`src/sv/nvcrw_pkg.sv`:
```
// Shared types and constants for the nonvolatile changed-run writer.
`timescale 1ns / 1ps

package nvcrw_pkg;

   typedef struct packed {
      logic [15:0] start_address;
      logic [7:0]  stored_byte;
      logic [7:0]  wanted_byte;
      logic        clear_mode;
      logic [16:0] request_length;
      logic        stage_only;
      logic        last_byte;
   } req_type;

   typedef struct packed {
      logic        kind;
      logic [15:0] write_address;
      logic [16:0] write_length;
      logic        write_stage_only;
      logic [15:0] changed_address;
      logic [16:0] changed_length;
      logic [16:0] bytes_written;
      logic [15:0] write_count;
      logic [2:0]  profile_flags;
      logic        last_result;
   } rsp_type;

   // Up to two result words produced by one input word, packed from the front.
   typedef struct packed {
      logic    first_valid;
      rsp_type first;
      logic    second_valid;
      rsp_type second;
   } push_type;

   localparam logic KIND_WRITE   = 1'b0;
   localparam logic KIND_SUMMARY = 1'b1;

   localparam logic [2:0] FLAG_OPTIMIZED = 3'h1;
   localparam logic [2:0] FLAG_RESET     = 3'h2;
   localparam logic [2:0] FLAG_TRUNCATED = 3'h4;

   localparam logic [15:0] POSITION_LIMIT = 16'hFFFF;
   localparam logic [16:0] WRITTEN_LIMIT  = 17'h1FFFF;
   localparam logic [15:0] COUNT_LIMIT    = 16'hFFFF;

   localparam int RSP_DEPTH    = 4;
   localparam int RSP_PTR_BITS = $clog2(RSP_DEPTH);
   localparam int RSP_CNT_BITS = $clog2(RSP_DEPTH + 1);
   localparam logic [RSP_CNT_BITS-1:0] RSP_ROOM_LIMIT = RSP_CNT_BITS'(RSP_DEPTH - 2);

endpackage

```
`src/sv/nvcrw_core.sv`:
```
// Run detection state and per-word result generation.
`timescale 1ns / 1ps

module nvcrw_core #(
   parameter int CHUNK_BYTES  = 64,
   parameter int ADDRESS_BITS = 16
) (
   input  logic               clock,
   input  logic               reset,
   input  logic               go,
   input  nvcrw_pkg::req_type item,
   output nvcrw_pkg::push_type push
);

   localparam logic [15:0] ADDR_MASK = 16'((17'd1 << ADDRESS_BITS) - 17'd1);
   localparam logic [16:0] CHUNK_LEN = 17'(CHUNK_BYTES);

   logic [15:0] position_ff, position_in;
   logic        in_run_ff, in_run_in;
   logic [15:0] run_begin_ff, run_begin_in;
   logic [15:0] first_changed_ff, first_changed_in;
   logic [16:0] end_changed_ff, end_changed_in;
   logic        any_changed_ff, any_changed_in;
   logic [16:0] written_total_ff, written_total_in;
   logic [15:0] command_total_ff, command_total_in;

   logic        diff;
   logic [16:0] pos_wide;
   logic [16:0] pos_plus;
   logic [15:0] begin_eff;
   logic [16:0] len_inc;
   logic [16:0] len_gap;
   logic        chunk_done;
   logic        run_open;
   logic        write_fire;
   logic [16:0] write_len;
   logic [17:0] written_sum;
   logic        any_eff;
   logic [15:0] first_eff;
   logic [16:0] end_eff;
   logic [2:0]  flags;
   nvcrw_pkg::rsp_type write_word;
   nvcrw_pkg::rsp_type summary_word;

   always_comb begin
      pos_wide  = {1'b0, position_ff};
      pos_plus  = pos_wide + 17'd1;
      diff      = item.clear_mode ? (item.stored_byte != 8'd0)
                                  : (item.stored_byte != item.wanted_byte);
      begin_eff = in_run_ff ? run_begin_ff : position_ff;
      len_inc   = pos_plus - {1'b0, begin_eff};
      len_gap   = pos_wide - {1'b0, run_begin_ff};
      chunk_done = diff && item.clear_mode && (len_inc >= CHUNK_LEN);
      run_open   = diff && !chunk_done;
      write_fire = diff ? (chunk_done || item.last_byte) : in_run_ff;
      write_len  = diff ? len_inc : len_gap;
      written_sum = {1'b0, written_total_ff} + (write_fire ? {1'b0, write_len} : 18'd0);

      any_eff   = any_changed_ff || diff;
      first_eff = any_changed_ff ? first_changed_ff : position_ff;
      end_eff   = diff ? pos_plus : end_changed_ff;

      written_total_in = written_sum[17] ? nvcrw_pkg::WRITTEN_LIMIT : written_sum[16:0];
      command_total_in = (write_fire && command_total_ff != nvcrw_pkg::COUNT_LIMIT)
                         ? command_total_ff + 16'd1 : command_total_ff;

      flags = nvcrw_pkg::FLAG_OPTIMIZED;
      if (item.clear_mode) begin
         flags = flags | nvcrw_pkg::FLAG_RESET;
      end else if (item.request_length != pos_plus) begin
         flags = flags | nvcrw_pkg::FLAG_TRUNCATED;
      end

      write_word                  = '0;
      write_word.kind             = nvcrw_pkg::KIND_WRITE;
      write_word.write_address    = (item.start_address + begin_eff) & ADDR_MASK;
      write_word.write_length     = write_len;
      write_word.write_stage_only = item.stage_only;
      write_word.last_result      = !item.last_byte;

      summary_word               = '0;
      summary_word.kind          = nvcrw_pkg::KIND_SUMMARY;
      summary_word.bytes_written = written_total_in;
      summary_word.write_count   = command_total_in;
      summary_word.profile_flags = flags;
      summary_word.last_result   = 1'b1;
      if (any_eff) begin
         summary_word.changed_address = (item.start_address + first_eff) & ADDR_MASK;
         summary_word.changed_length  = end_eff - {1'b0, first_eff};
      end

      push = '0;
      if (go) begin
         if (write_fire) begin
            push.first_valid  = 1'b1;
            push.first        = write_word;
            push.second_valid = item.last_byte;
            push.second       = summary_word;
         end else begin
            push.first_valid  = item.last_byte;
            push.first        = summary_word;
         end
      end

      if (item.last_byte) begin
         position_in      = '0;
         in_run_in        = 1'b0;
         run_begin_in     = '0;
         first_changed_in = '0;
         end_changed_in   = '0;
         any_changed_in   = 1'b0;
      end else begin
         position_in      = (position_ff != nvcrw_pkg::POSITION_LIMIT)
                            ? position_ff + 16'd1 : position_ff;
         in_run_in        = run_open;
         run_begin_in     = run_open ? begin_eff : run_begin_ff;
         first_changed_in = first_eff;
         end_changed_in   = end_eff;
         any_changed_in   = any_eff;
      end
   end

   always_ff @(posedge clock) begin
      if (reset) begin
         position_ff      <= '0;
         in_run_ff        <= 1'b0;
         run_begin_ff     <= '0;
         first_changed_ff <= '0;
         end_changed_ff   <= '0;
         any_changed_ff   <= 1'b0;
         written_total_ff <= '0;
         command_total_ff <= '0;
      end else if (go) begin
         position_ff      <= position_in;
         in_run_ff        <= in_run_in;
         run_begin_ff     <= run_begin_in;
         first_changed_ff <= first_changed_in;
         end_changed_ff   <= end_changed_in;
         any_changed_ff   <= any_changed_in;
         written_total_ff <= item.last_byte ? '0 : written_total_in;
         command_total_ff <= item.last_byte ? '0 : command_total_in;
      end
   end

   // An open run always contains a differing byte.
   assert property (@(posedge clock) disable iff (reset) in_run_ff |-> any_changed_ff)
      else $error("open run without any changed byte");

   // The final byte of an update returns the offset to the start.
   assert property (@(posedge clock) disable iff (reset)
      (go && item.last_byte) |=> (position_ff == 16'd0 && !in_run_ff))
      else $error("update state not cleared after final byte");

endmodule

```
`src/sv/nvcrw_rsp_fifo.sv`:
```
// Small result queue that takes up to two words per cycle and sends one while the output is not stalled.
`timescale 1ns / 1ps

module nvcrw_rsp_fifo (
   input  logic                clock,
   input  logic                reset,
   input  nvcrw_pkg::push_type push,
   output logic                room,
   output logic                rsp_valid,
   input  logic                rsp_stall,
   output nvcrw_pkg::rsp_type  rsp_word
);

   nvcrw_pkg::rsp_type entries_ff [nvcrw_pkg::RSP_DEPTH];
   logic [nvcrw_pkg::RSP_PTR_BITS-1:0] wr_ptr_ff, wr_ptr_in;
   logic [nvcrw_pkg::RSP_PTR_BITS-1:0] rd_ptr_ff, rd_ptr_in;
   logic [nvcrw_pkg::RSP_CNT_BITS-1:0] count_ff, count_in;
   logic [nvcrw_pkg::RSP_CNT_BITS-1:0] push_count;
   logic                               pop;

   always_comb begin
      pop        = (count_ff != '0) && !rsp_stall;
      push_count = nvcrw_pkg::RSP_CNT_BITS'(push.first_valid)
                 + nvcrw_pkg::RSP_CNT_BITS'(push.second_valid);
      wr_ptr_in  = wr_ptr_ff + nvcrw_pkg::RSP_PTR_BITS'(push_count);
      rd_ptr_in  = rd_ptr_ff + nvcrw_pkg::RSP_PTR_BITS'(pop);
      count_in   = count_ff + push_count - nvcrw_pkg::RSP_CNT_BITS'(pop);
      room       = count_ff <= nvcrw_pkg::RSP_ROOM_LIMIT;
      rsp_valid  = count_ff != '0;
      rsp_word   = entries_ff[rd_ptr_ff];
   end

   always_ff @(posedge clock) begin
      if (push.first_valid) begin
         entries_ff[wr_ptr_ff] <= push.first;
      end
      if (push.second_valid) begin
         entries_ff[wr_ptr_ff + nvcrw_pkg::RSP_PTR_BITS'(1)] <= push.second;
      end
   end

   always_ff @(posedge clock) begin
      if (reset) begin
         wr_ptr_ff <= '0;
         rd_ptr_ff <= '0;
         count_ff  <= '0;
      end else begin
         wr_ptr_ff <= wr_ptr_in;
         rd_ptr_ff <= rd_ptr_in;
         count_ff  <= count_in;
      end
   end

   // The occupancy never passes the queue depth.
   assert property (@(posedge clock) disable iff (reset)
      count_ff <= nvcrw_pkg::RSP_CNT_BITS'(nvcrw_pkg::RSP_DEPTH))
      else $error("result queue overflow");

   // Words are pushed only when two free slots are guaranteed.
   assert property (@(posedge clock) disable iff (reset)
      push.first_valid |-> count_ff <= nvcrw_pkg::RSP_ROOM_LIMIT)
      else $error("push into result queue without room");

endmodule

```
`src/sv/nonvolatile_changed_run_writer_unit.sv`:
```
// Top level of the nonvolatile changed-run writer.
// An accepted word waits in the input register until the result queue has room.
// Throughput: one input word per cycle while the result side keeps up.
// A word yields at most two results; a four-entry queue sends one per unstalled cycle.
// Synchronous reset clears the update state, the input valid flag and the result queue.
// After reset the block accepts input at once; no clearing pass is needed.
`timescale 1ns / 1ps

module nonvolatile_changed_run_writer_unit #(
   parameter int CHUNK_BYTES  = 64,
   parameter int ADDRESS_BITS = 16
) (
   input  logic               clock,
   input  logic               reset,
   input  logic               req_valid,
   output logic               req_stall,
   input  nvcrw_pkg::req_type req_word,
   output logic               rsp_valid,
   input  logic               rsp_stall,
   output nvcrw_pkg::rsp_type rsp_word
);

   logic               in_valid_ff, in_valid_in;
   nvcrw_pkg::req_type in_word_ff;
   logic               room;
   logic               advance;
   logic               accept;
   nvcrw_pkg::push_type push;

   always_comb begin
      advance     = in_valid_ff && room;
      req_stall   = in_valid_ff && !room;
      accept      = req_valid && !req_stall;
      in_valid_in = accept || (in_valid_ff && !advance);
   end

   always_ff @(posedge clock) begin
      if (reset) begin
         in_valid_ff <= 1'b0;
      end else begin
         in_valid_ff <= in_valid_in;
      end
   end

   always_ff @(posedge clock) begin
      if (accept) begin
         in_word_ff <= req_word;
      end
   end

   nvcrw_core #(
      .CHUNK_BYTES  (CHUNK_BYTES),
      .ADDRESS_BITS (ADDRESS_BITS)
   ) u_core (
      .clock (clock),
      .reset (reset),
      .go    (advance),
      .item  (in_word_ff),
      .push  (push)
   );

   nvcrw_rsp_fifo u_rsp_fifo (
      .clock     (clock),
      .reset     (reset),
      .push      (push),
      .room      (room),
      .rsp_valid (rsp_valid),
      .rsp_stall (rsp_stall),
      .rsp_word  (rsp_word)
   );

endmodule
```
`config.mk`:
```
export PLATFORM = sky130hd
export DESIGN_NAME = nonvolatile_changed_run_writer_unit
export DESIGN_NICKNAME = d
export VERILOG_FILES = /design/src/sv/nvcrw_pkg.sv /design/src/sv/nvcrw_core.sv /design/src/sv/nvcrw_rsp_fifo.sv /design/src/sv/nonvolatile_changed_run_writer_unit.sv
export SDC_FILE = /design/constraint.sdc
export NUM_CORES = 1
export LEC_CHECK = 0
export ABC_AREA = 1
export BUFFER_PORTS_ARGS = -buffer_cell sky130_fd_sc_hd__buf_2
export CAP_MARGIN = 5
export CORE_ASPECT_RATIO = 0.9
export CORE_UTILIZATION = 43
export DETAILED_ROUTE_END_ITERATION = 12
export PLACE_DENSITY_LB_ADDON = 0.2
export SETUP_SLACK_MARGIN = 0.4
export SLEW_MARGIN = 15
export SYNTH_ARGS = -nofsm -noshare
export SYNTH_HDL_FRONTEND = slang
export SYNTH_SLANG_ARGS = --single-unit
```
`constraint.sdc`:
```
create_clock -name clock -period 6.95 [get_ports clock]
set_clock_uncertainty 0.05 [all_clocks]
set_input_delay 2.085 -clock clock [delete_from_list [all_inputs] [get_ports clock]]
set_output_delay 2.085 -clock clock [all_outputs]
set_load 0.005 [all_outputs]
```
# Word-level counts from Yosys, hierarchy flattened
# Memories as Yosys holds them, arrays and structs flattened. A register that Yosys moved wholly into a read port is not among the register bits.
# Index checks and enable logic that the tools add are counted.
classes:
  add_sub_neg: 15
  magnitude_cmp: 2
  n_eq_ne: 4
  mux: 30
  reduce_logical: 24
ops:
  columns: ["op", "n"]
  rows:
  - ["$mux 106", 2]
  - ["$mux 212", 1]
  - ["$mux 16", 9]
  - ["$mux 17", 6]
  - ["$sub 17x16->17", 2]
  - ["$mux 33", 1]
  - ["$add 16x1->16 const B", 2]
  - ["$add 16x16->16", 2]
  - ["$ne 16x16->1 const B", 2]
  - ["$add 17x18->18", 1]
  - ["$add 16x1->17 const B", 1]
  - ["$ge 17x7->1 const B", 1]
  - ["$ne 17x17->1", 1]
  - ["$sub 16x16->17", 1]
  - ["$logic_and 1x1->1", 9]
  - ["$mux 1", 8]
  - ["$ne 8x8->1", 1]
  - ["$reduce_bool 8->1", 1]
  - ["$logic_not 1->1", 6]
  - ["$mux 3", 2]
  - ["$reduce_and 2->1", 2]
  - ["$reduce_bool 2->1", 2]
  - ["$add 3x3->3", 1]
  - ["$le 3x2->1 const B", 1]
  - ["other kinds (8)", 10]
totals:
  register_bits: 160
  ramBits: 420
  inputBits: 56
  output_inout_bits: 107
  n_memories: 1
mem_list:
  columns: ["name", "words", "width", "read_ports", "rd_clocked_by_memory_dff", "write_ports", "line_no", "text"]
  rows:
  - ["u_rsp_fifo.entries_ff", 4, 105, 1, 1, 2, "nvcrw_rsp_fifo.sv:14", "nvcrw_pkg::rsp_type entries_ff [nvcrw_pkg::RSP_DEPTH];"]

# Logic depth before layout (Yosys ltp)
logic_depth:
  word_depth: 14
  mapped_depth: 39

# Cells and area by module
# Synthesis repeated with hierarchy kept, for this count alone.
hier_totals:
  cells_unflattened: 4335
  area_unflattened_um2: 34525.6
modules_own_cells:
  columns: ["module", "n_inst", "cells_each", "area_each_um2", "seq_area_each_um2"]
  rows:
  - ["nvcrw_rsp_fifo", 1, 2322, 21329.2, 12752.2]
  - ["nvcrw_core", 1, 1952, 11578.6, 2001.9]
  - ["nonvolatile_changed_run_writer_unit", 1, 61, 1617.8, 1581.5]

# Least setup slack after synthesis
# OpenSTA, ideal clock, no wires.
synth_path:
  path_type: "register to register"
  startpoint: "register u_core.position_ff[1]"
  endpoint: "memory u_rsp_fifo.entries_ff[0][20] in the netlist's numbering, data pin"
  setup_ns: 0.261
  t_arrival_ns: 5.809
  t_required_ns: 6.639
  slack_ns: 0.830
  path_stages_with_launch: 39
  n_path_buf: 3
  period_less_slack_ns: 6.120
  path_cell_list: "dfxtp_1 -> ha_1 -> nand3_2 -> nor3_4 -> nand2_1 -> nor2_1 -> nand4_1 -> nor3_1 -> xor2_1 -> inv_1 -> ha_1 -> a21oi_1 -> o21ai_0 -> a21oi_1 -> nand2_1 -> nand2_1 -> nand2_1 -> nor2_1 -> [3 not listed] -> nand2_2 -> buf_2 -> buf_1 -> nor2_1 -> ha_1 -> a21oi_1 -> nand2_1 -> a21oi_1 -> o21ai_0 -> nand3_1 -> nand2_1 -> a21oi_1 -> nor2_1 -> nor2_1 -> inv_1 -> clkbuf_1 -> nor2_1 -> nor2_1"
synth_rtl:
  columns: ["element", "line_no", "text"]
  rows:
  - ["start: declaration", "nvcrw_core.sv:18", "logic [15:0] position_ff, position_in;"]
  - ["start signal: assignment", "nvcrw_core.sv:134", "position_ff <= position_in;"]
  - ["end: declaration", "nvcrw_rsp_fifo.sv:14", null]

==> flow_summary.yaml <==
status:
  status: "completed"
placement:
  routabilityCongestion: 0.932
  post_dp_cell_area_um2: 31900
  port_buffers: 162
  dp_hpwl_um: 61900
synthesis:
  syn-cell-area_um2: 30100
  synth_cells: 3725
  ys_top_cells_by_count: "nand2_1, nor2_1, o21ai_0, edfxtp_1, nand3_1"
  synth_area_leader_cell: "edfxtp_1"
  synth.area.top_cells: "edfxtp_1, dfxtp_1, nand2_1, nor2_1, o21ai_0"
  postSynthRegisterBits: 576
  ys_seq_area_share_pct: 49.3
  yosys_warnings: 0
  dominantRegCellSynth: "edfxtp_1"
  synth.distinct_cells: 46
  synthDominantCellAreaShare_pct: 33.1
  syn_area_per_cell_um2: 8.09
  synth_edf_count: 332
  syn_nets: 3891
  synth.most_common_cell: "nand2_1"
  asyncSetResetFlopFracSynth_pct: 0
worst_setup_path:
  worstSetupStartpointType: "flop"
  criticalPathCategory: "flop to flop"
  critPathMaxFanout: 13
  cp.arrival_ps: 6410
  worstPathRequired_ps: 7280
  critPathSlowestCell: "fa_1"
  slowest_delay_ps: 450
  crit_path_end_kind: "flop"
  cp_common_cell: "nand2_1"
drt:
  vias_per_cell: 5.50
  wl_per_cell_um: 19.7
  drt_pass1_iterations: 6
  drtAntennaViolNets: 0
  vias: 26300
  wirelength_um: 94200
  drc: 0
  drt_iter0_markers: 2911
global_route:
  grt_max_degree: 183
  grt_pass1_vias: 23700
  grt_usage_pct: 25.9
  grt_pass1_wl_um: 142000
  overflow: 0
  antenna_found_initial: 1
clock_network:
  htree_levels: 2
  cts_root_buf: "clkbuf_16"
  clk_latency_ps: 650
  clkTransAtPathRegs_ps: 60
  cts_buffers: 60
  cts_sinks: 576
  cts_tree: "yes"
  clock_path_buffers: 3
cells_and_area:
  fin_nets: 3970
  nFillCells: 6667
  insertedDiodeCount: 0
  fin_util_pct: 49.4
  fin_area_um2: 34000
  area_growth_pct: 12.9
  drive_gt1_share_pct: 10.5
floorplanning:
  fp.dieW_um: 281
  core_area_um2: 68900
  start_util_pct: 43.8
  die_h_um: 253
  rows: 91
  die-area_um2: 71200
  pin_count: 163
run:
  max_cap_violations: 0
sta:
  slew_headroom_pct: 24.2
  clock.fmax_mhz: 165
  slew_viol_final: 0
  worstMarginPinSlew_ps: 1130
  finalSetupViolCount: 0
  tns_ps: 0
  grt_setup_unrepaired: "false"
  period_minus_slack_ps: 6080
  period_share_pct: 87.4
  finalHoldViolCount: 0
pwr:
  power_density_nw_per_um2: 332
  p_total_mw: 11.3
  p_leak_nw: 13.9
  ir_drop_v: 0.000222
hold_path:
  holdCritPathClass: "flop to flop"
## per-layer routing
metal  up-vias  track usage, %  share of wire, %
met5         -               0                 0
met4         0            6.96               2.5
met3       127            3.23               6.7
met2       878            40.3                45
met1     12500            37.9                46
li1      12800               -                 -
## final cells by class
class	instances	area, um2	share of cell area [%]
Inverter	258	977	2.87
Sequential cell	576	14900	43.7
Clock buffer	88	1750	5.15
Multi-Input combinational cell	2672	13500	39.7
Tap cell	930	1160	3.42
Timing Repair Buffer	236	1440	4.24
Clock inverter	26	333	0.978
## power by group
group / leakage [nW] / switching, mW / internal (mW)
Clock: 1.03 / 1.44 / 1.95
Combinational: 7.96 / 2.41 / 1.09
Sequential: 4.95 / 0.247 / 4.16
## cells in the final DEF (no fill, tap or decap), drive strengths merged, types with 3 or more instances in the layout
cell type | netlist | routed
a211oi | 3 | 3
a21boi | 5 | 5
a21o | 6 | 6
a21oi | 186 | 186
a22oi | 15 | 15
buf | 67 | 236
bufinv | 0 | 5
clkbuf | 152 | 88
clkinv | 2 | 19
dfxtp | 244 | 244
edfxtp | 332 | 332
fa | 7 | 7
ha | 103 | 103
inv | 256 | 259
nand2 | 699 | 699
nand3 | 294 | 294
nand3b | 4 | 4
nand4 | 55 | 55
nor2 | 591 | 591
nor3 | 28 | 28
nor4 | 7 | 7
o2111ai | 5 | 5
o21ai | 423 | 423
o221ai | 3 | 3
o22ai | 106 | 106
or2 | 30 | 30
xnor2 | 30 | 30
xor2 | 60 | 60
## sequential cells by signal (all words and copies together) (netlist names)
name and flops:
u_core.first_changed_ff 16, u_core.end_changed_ff 17, u_rsp_fifo.rd_ptr_ff 2, u_core.command_total_ff 16, u_rsp_fifo.count_ff 3, u_core.run_begin_ff 16, u_core.position_ff 16, in_word_ff 52
u_core.in_run_ff 1, u_core.written_total_ff 17, in_valid_ff 1, u_core.any_changed_ff 1, u_rsp_fifo.wr_ptr_ff 2, u_rsp_fifo.entries_ff 416
## kinds of logic (layout without fill, tap and decap cells)
logic type               Yosys count  after routing  share of synthesized area (%)
AO/OA/AOI/OAI                    760            760                           13.5
XOR/XNOR                          90             90                           2.61
adder cells (fa/ha/maj)          110            110                           4.74
buffers and inverters            477            608                           6.24
flip-flops                       576            576                           49.3
multiplexers                       1              1                         0.0332
AND/OR/NAND/NOR                 1711           1711                           23.6
## final timing paths
| check | from | end | slack [ps] | cells after the start |
|---|---|---|---|---|
| max | u_core.position_ff[0]$_SDFFE_PP0P_ | u_rsp_fifo.entries_ff[1][34]$_DFFE_PP_ | 870 | 38 |
| min | u_rsp_fifo.entries_ff[1][77]$_SDFFE_PP0P_ | u_rsp_fifo.entries_ff[1][77]$_SDFFE_PP0P_ | 410 | 2 |
| max reg2reg | u_core.position_ff[0]$_SDFFE_PP0P_ | u_rsp_fifo.entries_ff[1][34]$_DFFE_PP_ | 870 | 38 |
| min reg2reg | u_rsp_fifo.entries_ff[1][77]$_SDFFE_PP0P_ | u_rsp_fifo.entries_ff[1][77]$_SDFFE_PP0P_ | 410 | 2 |
## through the flow
stage	cells	hold slack, ps	worst slack [ps]
after floorplan	3725	389	830
after global placement	4668	400	284
after detailed placement	4668	404	104
after CTS	4782	412	421
after global routing	4786	428	337
final	4786	411	872
## worst max-delay path, delay by kind of cell (launching register included)
kind | cells | cell delay [ps]
AND/OR/NAND/NOR | 23 | 2490
adder cells (fa/ha/maj) | 3 | 1060
AO/OA/AOI/OAI | 5 | 900
buffers and inverters | 5 | 520
flip-flops | 1 | 410
XOR/XNOR | 2 | 360
## repair_timing
item	in CTS	in global routing
gates resized for setup	4	17
buffers inserted	0	4
gates cloned	0	0
endpoints found under the setup margin	15	85
pin swaps	0	6
hold buffers	0	0
No activity file was read; power rests on OpenSTA's default activity.
